**src/hw/rtl/mbr_pkg.sv**
```systemverilog
// mbr_pkg: shared types and constants for the motor bus route and round-robin unit
// no dependencies; used by mbr_match, mbr_table and the top level
package mbr_pkg;

  typedef enum logic [1:0] {
    REQ_REGISTER   = 2'd0,
    REQ_UNREGISTER = 2'd1,
    REQ_FEEDBACK   = 2'd2,
    REQ_UPDATE     = 2'd3
  } req_kind_t;

  typedef enum logic [2:0] {
    ST_OK        = 3'd0,
    ST_DUPLICATE = 3'd1,
    ST_FULL      = 3'd2,
    ST_NOT_REG   = 3'd3,
    ST_NO_MATCH  = 3'd4
  } status_t;

  localparam logic [3:0] FULL_FRAME_LEN = 4'd8;
  localparam logic [4:0] MAX_BUDGET     = 5'd16;
  localparam logic [4:0] BUDGET_RESET   = 5'd1;

  // one table entry, stored as one memory word
  typedef struct packed {
    logic [7:0]  handle;
    logic [28:0] feedback_id;
    logic [3:0]  nibble;
    logic [28:0] transmit_id;
  } entry_t;

  typedef struct packed {
    req_kind_t   kind;
    logic [7:0]  motor_handle;
    logic [28:0] can_id;
    logic [3:0]  master_nibble;
    logic [28:0] transmit_id;
    logic [3:0]  frame_length;
    logic [7:0]  frame_first_byte;
  } request_t;

  typedef struct packed {
    logic duplicate;
    logic handle_eq;
    logic feedback_hit;
  } match_t;

  // result word, status in the lowest bits
  typedef struct packed {
    logic [15:0] unknown_total;
    logic [7:0]  selected_handle;
    logic [3:0]  slot_index;
    logic        has_motor;
    status_t     status;
  } out_word_t;

endpackage

```
**src/hw/rtl/mbr_match.sv**
```systemverilog
// mbr_match: compare unit for the table search walk
// depends on mbr_pkg
module mbr_match (
  input  mbr_pkg::request_t req,
  input  mbr_pkg::entry_t   entry,
  output mbr_pkg::match_t   result
);

  logic fb_key_eq;

  assign fb_key_eq = (entry.feedback_id == req.can_id);

  assign result.handle_eq = (entry.handle == req.motor_handle);
  assign result.duplicate = result.handle_eq
                         || (fb_key_eq && entry.nibble == req.master_nibble)
                         || (entry.transmit_id == req.transmit_id);
  assign result.feedback_hit = fb_key_eq
                            && req.frame_length == mbr_pkg::FULL_FRAME_LEN
                            && req.frame_first_byte[3:0] == entry.nibble;

endmodule

```
**src/hw/rtl/mbr_table.sv**
```systemverilog
// mbr_table: motor table memory, one write port and one registered read port
// depends on mbr_pkg for the entry layout
module mbr_table #(
  parameter int DEPTH = 16,
  parameter int IW    = 4
) (
  input  logic            clk,
  input  logic            wr_en,
  input  logic [IW-1:0]   wr_addr,
  input  mbr_pkg::entry_t wr_data,
  input  logic [IW-1:0]   rd_addr,
  output mbr_pkg::entry_t rd_data
);

  mbr_pkg::entry_t mem [DEPTH];

  always_ff @(posedge clk) begin
    if (wr_en) begin
      mem[wr_addr] <= wr_data;
    end
    rd_data <= mem[rd_addr];
  end

endmodule

```
**src/hw/rtl/motor_bus_route_and_round_robin_unit.sv**
```systemverilog
// motor_bus_route_and_round_robin_unit: sequencer, counters and output register
// depends on mbr_pkg, mbr_match and mbr_table
//
//  channel | dir | handshake          | payload
//  s_*     | in  | s_tvalid/s_tready  | s_tuser request kind, s_tdata request fields
//  m_*     | out | m_tvalid/m_tready  | m_tdata result word, m_tlast last result
//  cfg_*   | in  | cfg_valid/cfg_ready| cfg_data transmit budget
//
// s_tready is high only when the sequencer is idle. a table walk reads one entry a
// cycle through the single memory read port and keeps s_tready low until it ends; a
// hit ends it early. unregister then moves each later entry down by one slot. an
// update tick emits one result word per serviced motor (one word when none is serviced).
// reset clears the counters and pointer, the table contents are not cleared.
// results wait in the output register while m_tready is low; the sequencer holds.
module motor_bus_route_and_round_robin_unit #(
  parameter int TABLE_DEPTH = 16
) (
  input  logic        clk,
  input  logic        rst,
  input  logic        s_tvalid,
  output logic        s_tready,
  input  logic [87:0] s_tdata,  // motor_handle, can_id, master_nibble, transmit_id,
                                // frame_length, frame_first_byte, zero pad
  input  logic [1:0]  s_tuser,  // req_type
  output logic        m_tvalid,
  input  logic        m_tready,
  output logic [31:0] m_tdata,  // status, has_motor, slot_index, selected_handle,
                                // unknown_total
  output logic        m_tlast,
  input  logic        cfg_valid,
  output logic        cfg_ready,
  input  logic [4:0]  cfg_data
);

  localparam int IW   = (TABLE_DEPTH > 1) ? $clog2(TABLE_DEPTH) : 1;
  localparam int CW   = $clog2(TABLE_DEPTH + 1);
  localparam int CMPW = (CW > 5) ? CW : 5;
  localparam logic [CW-1:0] DEPTH_C = CW'(TABLE_DEPTH);

  typedef enum logic [2:0] {
    S_IDLE,
    S_SCAN,
    S_SHIFT,
    S_RESP,
    S_UPD_START,
    S_UPD_RD,
    S_UPD_EMIT
  } state_t;

  state_t              state;
  mbr_pkg::request_t   req;
  logic [CW-1:0]       count;
  logic [IW-1:0]       ptr;
  logic [15:0]         unknown;
  logic [4:0]          budget;
  logic [CW-1:0]       idx;
  logic                cmp_vld;
  logic [IW-1:0]       cmp_idx;
  logic                sh_vld;
  logic [IW-1:0]       sh_idx;
  logic [4:0]          rem;
  mbr_pkg::status_t    res_status;
  logic                res_has;
  logic [IW-1:0]       res_slot;
  logic [7:0]          res_handle;
  mbr_pkg::out_word_t  out_word;

  logic                out_free;
  logic                out_load;
  logic [CW-1:0]       idx_p1;
  logic [CW-1:0]       ptr_ext;
  logic                hit;
  logic                scan_done;
  logic [4:0]          bud_sat;
  logic [4:0]          rem_calc;
  logic [IW-1:0]       emit_slot;
  logic [IW+3:0]       slot_wide;
  logic [IW-1:0]       rd_addr;
  logic                wr_en;
  logic [IW-1:0]       wr_addr;
  mbr_pkg::entry_t     wr_data;
  mbr_pkg::entry_t     rd_data;
  mbr_pkg::entry_t     new_entry;
  mbr_pkg::match_t     match;

  mbr_match u_match (
    .req    (req),
    .entry  (rd_data),
    .result (match)
  );

  mbr_table #(
    .DEPTH (TABLE_DEPTH),
    .IW    (IW)
  ) u_table (
    .clk     (clk),
    .wr_en   (wr_en),
    .wr_addr (wr_addr),
    .wr_data (wr_data),
    .rd_addr (rd_addr),
    .rd_data (rd_data)
  );

  assign s_tready  = (state == S_IDLE);
  assign cfg_ready = 1'b1;
  assign m_tdata   = out_word;
  assign out_free  = !m_tvalid || m_tready;
  assign out_load  = out_free && (state == S_RESP || state == S_UPD_EMIT);

  assign idx_p1    = idx + CW'(1);
  assign ptr_ext   = CW'(ptr);
  assign scan_done = !cmp_vld && (idx >= count);
  assign bud_sat   = (budget > mbr_pkg::MAX_BUDGET) ? mbr_pkg::MAX_BUDGET : budget;
  assign rem_calc  = (CMPW'(count) < CMPW'(bud_sat)) ? 5'(count) : bud_sat;
  assign emit_slot = (state == S_UPD_EMIT) ? ptr : res_slot;
  assign slot_wide = {4'b0000, emit_slot};

  assign new_entry.handle      = req.motor_handle;
  assign new_entry.feedback_id = req.can_id;
  assign new_entry.nibble      = req.master_nibble;
  assign new_entry.transmit_id = req.transmit_id;

  always_comb begin
    case (req.kind)
      mbr_pkg::REQ_REGISTER:   hit = match.duplicate;
      mbr_pkg::REQ_UNREGISTER: hit = match.handle_eq;
      default:                 hit = match.feedback_hit;
    endcase
  end

  always_comb begin
    unique case (state)
      S_SHIFT:                          rd_addr = idx_p1[IW-1:0];
      S_UPD_START, S_UPD_RD, S_UPD_EMIT: rd_addr = ptr;
      default:                          rd_addr = idx[IW-1:0];
    endcase
  end

  // memory writes: append on register, or move an entry down during unregister
  always_comb begin
    wr_en   = 1'b0;
    wr_addr = count[IW-1:0];
    wr_data = new_entry;
    if (state == S_SCAN && scan_done && req.kind == mbr_pkg::REQ_REGISTER
        && count < DEPTH_C) begin
      wr_en = 1'b1;
    end else if (state == S_SHIFT && sh_vld) begin
      wr_en   = 1'b1;
      wr_addr = sh_idx;
      wr_data = rd_data;
    end
  end

  always_ff @(posedge clk) begin
    if (rst) begin
      state    <= S_IDLE;
      count    <= '0;
      ptr      <= '0;
      unknown  <= '0;
      budget   <= mbr_pkg::BUDGET_RESET;
      cmp_vld  <= 1'b0;
      sh_vld   <= 1'b0;
      m_tvalid <= 1'b0;
    end else begin
      if (cfg_valid && cfg_ready) begin
        budget <= cfg_data;
      end
      if (out_load) begin
        m_tvalid <= 1'b1;
      end else if (m_tready) begin
        m_tvalid <= 1'b0;
      end

      unique case (state)
        S_IDLE: begin
          if (s_tvalid) begin
            req.kind             <= mbr_pkg::req_kind_t'(s_tuser);
            req.motor_handle     <= s_tdata[7:0];
            req.can_id           <= s_tdata[36:8];
            req.master_nibble    <= s_tdata[40:37];
            req.transmit_id      <= s_tdata[69:41];
            req.frame_length     <= s_tdata[73:70];
            req.frame_first_byte <= s_tdata[81:74];
            res_status <= mbr_pkg::ST_OK;
            res_has    <= 1'b0;
            res_slot   <= '0;
            res_handle <= '0;
            idx        <= '0;
            cmp_vld    <= 1'b0;
            sh_vld     <= 1'b0;
            state <= (mbr_pkg::req_kind_t'(s_tuser) == mbr_pkg::REQ_UPDATE)
                   ? S_UPD_START : S_SCAN;
          end
        end

        // one read issued and one entry compared per cycle
        S_SCAN: begin
          if (cmp_vld && hit) begin
            cmp_vld <= 1'b0;
            unique case (req.kind)
              mbr_pkg::REQ_REGISTER: begin
                res_status <= mbr_pkg::ST_DUPLICATE;
                state      <= S_RESP;
              end
              mbr_pkg::REQ_UNREGISTER: begin
                idx   <= CW'(cmp_idx);
                state <= S_SHIFT;
              end
              default: begin
                res_has    <= 1'b1;
                res_slot   <= cmp_idx;
                res_handle <= rd_data.handle;
                state      <= S_RESP;
              end
            endcase
          end else if (scan_done) begin
            unique case (req.kind)
              mbr_pkg::REQ_REGISTER: begin
                if (count < DEPTH_C) begin
                  count <= count + CW'(1);
                end else begin
                  res_status <= mbr_pkg::ST_FULL;
                end
              end
              mbr_pkg::REQ_UNREGISTER: res_status <= mbr_pkg::ST_NOT_REG;
              default: begin
                unknown    <= unknown + 16'd1;
                res_status <= mbr_pkg::ST_NO_MATCH;
              end
            endcase
            state <= S_RESP;
          end else if (idx < count) begin
            cmp_vld <= 1'b1;
            cmp_idx <= idx[IW-1:0];
            idx     <= idx_p1;
          end else begin
            cmp_vld <= 1'b0;
          end
        end

        // read entry j+1, write it to j on the next cycle
        S_SHIFT: begin
          if (idx_p1 < count) begin
            sh_vld <= 1'b1;
            sh_idx <= idx[IW-1:0];
            idx    <= idx_p1;
          end else begin
            sh_vld <= 1'b0;
            if (!sh_vld) begin
              count <= count - CW'(1);
              if (ptr_ext >= count - CW'(1)) begin
                ptr <= '0;
              end
              state <= S_RESP;
            end
          end
        end

        S_RESP: begin
          if (out_free) begin
            m_tlast                  <= 1'b1;
            out_word.status          <= res_status;
            out_word.has_motor       <= res_has;
            out_word.slot_index      <= slot_wide[3:0];
            out_word.selected_handle <= res_handle;
            out_word.unknown_total   <= unknown;
            state                    <= S_IDLE;
          end
        end

        S_UPD_START: begin
          rem <= rem_calc;
          if (rem_calc == 5'd0) begin
            state <= S_RESP;
          end else begin
            if (ptr_ext >= count) begin
              ptr <= '0;
            end
            state <= S_UPD_RD;
          end
        end

        S_UPD_RD: begin
          state <= S_UPD_EMIT;
        end

        S_UPD_EMIT: begin
          if (out_free) begin
            m_tlast                  <= (rem == 5'd1);
            out_word.status          <= mbr_pkg::ST_OK;
            out_word.has_motor       <= 1'b1;
            out_word.slot_index      <= slot_wide[3:0];
            out_word.selected_handle <= rd_data.handle;
            out_word.unknown_total   <= unknown;
            rem <= rem - 5'd1;
            ptr <= (ptr_ext + CW'(1) == count) ? '0 : ptr + IW'(1);
            state <= (rem == 5'd1) ? S_IDLE : S_UPD_RD;
          end
        end

        default: state <= S_IDLE;
      endcase
    end
  end

  a_count_bound: assert property (@(posedge clk) disable iff (rst)
    count <= DEPTH_C)
    else $error("entry count above table depth");

  a_ptr_in_range: assert property (@(posedge clk) disable iff (rst)
    state == S_IDLE |-> (ptr_ext < count || ptr == '0))
    else $error("service pointer outside the table while idle");

  a_write_in_range: assert property (@(posedge clk) disable iff (rst)
    wr_en |-> CW'(wr_addr) <= count)
    else $error("table write beyond the filled part");

  a_unknown_step: assert property (@(posedge clk) disable iff (rst)
    (!$past(rst) && unknown != $past(unknown)) |-> unknown == $past(unknown) + 16'd1)
    else $error("unknown frame count moved by more than one");

endmodule

```
**config.mk**
```make
export PLATFORM = sky130hd
export DESIGN_NAME = motor_bus_route_and_round_robin_unit
export DESIGN_NICKNAME = d
export VERILOG_FILES = /design/src/hw/rtl/mbr_pkg.sv /design/src/hw/rtl/mbr_match.sv /design/src/hw/rtl/mbr_table.sv /design/src/hw/rtl/motor_bus_route_and_round_robin_unit.sv
export SDC_FILE = /design/constraint.sdc
export NUM_CORES = 2
export LEC_CHECK = 0
export BUFFER_PORTS_ARGS = -buffer_cell sky130_fd_sc_hd__buf_2
export CAP_MARGIN = 20
export CORE_MARGIN = 4
export CORE_UTILIZATION = 55
export DETAILED_ROUTE_END_ITERATION = 12
export PLACE_DENSITY = 0.74
export RECOVER_POWER = 50
export REMOVE_ABC_BUFFERS = 1
export SLEW_MARGIN = 20
export SYNTH_ARGS = -nofsm -noshare
export SYNTH_HDL_FRONTEND = slang
export SYNTH_SLANG_ARGS = --single-unit
```
**constraint.sdc**
```tcl
create_clock -name clk -period 4.87 [get_ports clk]
set_input_delay 0.2435 -clock clk [delete_from_list [all_inputs] [get_ports clk]]
set_output_delay 0.2435 -clock clk [all_outputs]
set_load 0.01 [all_outputs]
```
==> flow_metrics.py <==
metrics = {
    "status": {
        "outcome": "finished with violations",
        "violations": "capacitance limit, slew limit",
    },
    "power": {
        "power_frac_clock_pct": 27.3,
        "power_switching_w": 0.0111,
        "p_comb_share_pct": 33.1,
        "p_leak_nw": 20.0,
        "power.density_mw_per_mm2": 596,
        "p_seq_share_pct": 39.7,
        "swShare_pct": 30.4,
        "irDropWorstVdd_mv": 0.730,
        "p_total_w": 0.0365,
        "p_int_w": 0.0254,
    },
    "setup_path": {
        "critPathLaunch": "state[0]",
        "crit_type": "reg2reg",
        "rr_endpoint": "u_table.mem[10][32]",
        "path_cells": "nor2_1, and2_0, nand2_1, clkbuf_2, nand2_1, nand2_1",
        "slowest_delay_ns": 0.90,
        "ff2ff_path_depth": 6,
        "critPathCapture": "u_table.mem[10][32]",
        "regToRegSetupSlack_ns": 0.70,
        "end_kind": "register",
        "cp_common_cell": "nand2_1",
        "crit_fanout": 29,
        "startpoint_type": "register",
        "path_delay_family": "simple AND/OR/NAND/NOR gates",
        "arrival_ns": 4.62,
        "rr_startpoint": "state[0]",
        "crit_slowest_cell": "nand2_1",
        "crit_buf_inv": 1,
        "cp.depth": 6,
        "cp.required_ns": 5.32,
    },
    "synth": {
        "synth_seq_cells": 1373,
        "synth_top_family_by_area": "multiplexers",
        "synth_cell_types": 65,
        "synthAdderAreaFrac_pct": 0.677,
        "synth_top_area_share_pct": 71.0,
        "synth_xor_area_share_pct": 1.68,
        "syn_area_mm2": 0.0536,
        "synth_compound_area_share_pct": 2.93,
        "synth.top_cells.by_count": "edfxtp_1 (1267), mux4_2 (280), nand2_1 (250)",
        "synth_flop_cell": "edfxtp_1",
        "synth_edf_count": 1267,
        "avgSynthCellArea_um2": 19.0,
        "ys_seq_area_share_pct": 74.9,
        "post-synth-top-count-cell": "edfxtp_1",
        "synthArstFlopShare_pct": 0,
        "yosys.area_share.simple_pct": 4.54,
        "synth.largest_area_cell": "edfxtp_1",
        "yosys_warnings": 0,
        "synthCells": 2815,
        "synthTopCellsByArea": "edfxtp_1 (71%), mux4_2 (12%), dfxtp_1 (4.0%), nand2_1 (1.8%), mux2i_1 (1.5%)",
        "muxShareOfSynthArea_pct": 13.5,
    },
    "placed_design": {
        "port_buffers": 124,
        "pre_cts_ws_ns": 1.16,
        "hpwlAfterDp_mm": 60.1,
        "place_congestion": 0.851,
    },
    "grt": {
        "grt_max_degree": 127,
        "overflow": 0,
        "grt_usage_pct": 22.9,
        "grt_pass1_wl_mm": 176,
        "antenna_found_initial": 0,
        "grt_pass1_vias": 28360,
    },
    "drt": {
        "via_per_inst": 6.10,
        "first_iter_violations": 3068,
        "firstDrtPassIters": 6,
        "drc_errors": 0,
        "vias": 27312,
        "routed_wl_mm": 116,
        "antenna_left": 0,
        "wl_per_cell_um": 25.9,
    },
    "clock_network": {
        "cts-root-buf": "clkbuf_16",
        "htree_levels": 4,
        "hold_buffers": 92,
        "clock_sinks": 1373,
        "numCtsBuffers": 136,
        "clkTransAtPathRegs_ns": 0.07,
        "clockBufferDepth": 3,
        "cts_resized": 0,
        "cts_tree": "yes",
        "clk_latency_ns": 0.73,
        "post-cts-setup-buffers": 0,
    },
    "sta": {
        "timing.slew.headroom_pct": -20.6,
        "finalSetupTns_ns": 0,
        "setup_viol": 0,
        "setup_slack_ns": 0.705,
        "slew_viol_final": 52,
        "finClkSkew_ns": 0.0261,
        "rsz0062_at_grt": "false",
        "layout_min_cycle_time_ns": 4.17,
        "max_freq_mhz": 240,
        "worst_pin_slew_ns": 1.80,
        "period_share_pct": 85.5,
        "hold_violations": 0,
    },
    "final_layout": {
        "area_growth_pct": 14.3,
        "drive_gt1_share_pct": 20.2,
        "fin_nets": 3217,
    },
    "floorplan": {
        "die_area_mm2": 0.103,
        "io-pin-count": 136,
        "die_h_um": 320,
        "die_w_um": 320,
        "coreArea_mm2": 0.0967,
        "rows": 114,
        "initial_core_util_pct": 55.4,
    },
    "hold_path": {
        "worstHoldPathType": "in2reg",
    },
    "flow_run": {
        "cap_viol_max_count": 2,
    },
}
[logic make-up (layout without fill, tap and decap cells)]
group | count (synthesis) | count (layout)
AO/OA/AOI/OAI | 245 | 245
XOR/XNOR | 103 | 103
adder cells (fa/ha/maj) | 29 | 29
buffers and inverters | 170 | 554
flip-flops | 1373 | 1373
multiplexers | 372 | 372
other | 1 | 3
AND/OR/NAND/NOR | 522 | 522
[routing by layer]
| metal | GRT usage [%] | share of wire [%] | vias up |
|---|---|---|---|
| met5 | 0 | 0 | - |
| met4 | 6.67 | 2.3 | 0 |
| met3 | 3.78 | 7.4 | 187 |
| met2 | 37.9 | 50 | 1157 |
| met1 | 32.0 | 40 | 14186 |
| li1 | - | - | 11782 |
[power groups by stage]
stage / sequential [W] / clock, W / combinational (W)
2_1_floorplan: 0.0145 / 0 / 0.00636
3_3_place_gp: 0.0147 / 0 / 0.0118
3_5_place_dp: 0.0147 / 0 / 0.0121
4_1_cts: 0.0145 / 0.0101 / 0.0122
5_1_grt: 0.0145 / 0.0107 / 0.0131
6_report: 0.0145 / 0.00996 / 0.0121
[registers in the layout, indices dropped and copies added, names as in the netlist]
name,flops
u_table.mem,1120
new_entry,70
u_table.rd_data,70
m_tdata,32
unknown,16
req,10
res_handle,8
budget,5
count,5
idx,5
rem,5
cmp_idx,4
ptr,4
res_slot,4
sh_idx,4
res_status,3
state,3
cmp_vld,1
m_tlast,1
m_tvalid,1
res_has,1
sh_vld,1
[worst min-delay path by stage]
stage / startpoint / endpoint / slack (ns) / cells past startpoint
finish: rst / budget[4] / 0.08 / 2
global route: rst / budget[4] / 0.08 / 2
CTS: rst / unknown[0] / 0.02 / 2
detailed placement: s_tdata[67] / new_entry[26] / 0.42 / 1
global placement: s_tdata[0] / new_entry[62] / 0.42 / 1
floorplan: rst / m_tvalid / 0.31 / 1
[stage by stage]
| stage | instances | utilization, % | area, um^2 | hold WS [ns] |
|---|---|---|---|---|
| floorplan | 2669 | - | 52800 | 0.313 |
| global placement | 4134 | 58.1 | 56200 | 0.421 |
| detailed placement | 4134 | 58.1 | 56200 | 0.422 |
| CTS | 4475 | 63.5 | 61400 | 0.0170 |
| global route | 4475 | 63.4 | 61300 | 0.0848 |
| finish | 4477 | 63.4 | 61300 | 0.0828 |
[placed cells by master (no fill, tap or decap), types with 75 or more instances in the layout]
cell              n
clkbuf_16       139
a211oi_1         75
nand2_1         250
edfxtp_1       1267
nor2b_1          75
mux2i_1          80
clkbuf_1        103
a21oi_1         100
mux4_2          280
dfxtp_1         106
dlygate4sd3_1    92
[final cells by class]
| class | count | area, um^2 |
|---|---|---|
| Sequential cell | 1373 | 40200 |
| Fill cell | 6438 | 35400 |
| Multi-Input combinational cell | 1272 | 12700 |
| Clock buffer | 204 | 3880 |
| Timing Repair Buffer | 281 | 2460 |
| Tap cell | 1276 | 1600 |
| Clock inverter | 45 | 412 |
| Inverter | 24 | 90.1 |
| Antenna cell | 2 | 5.00 |
No activity file was read; power rests on OpenSTA's default activity.
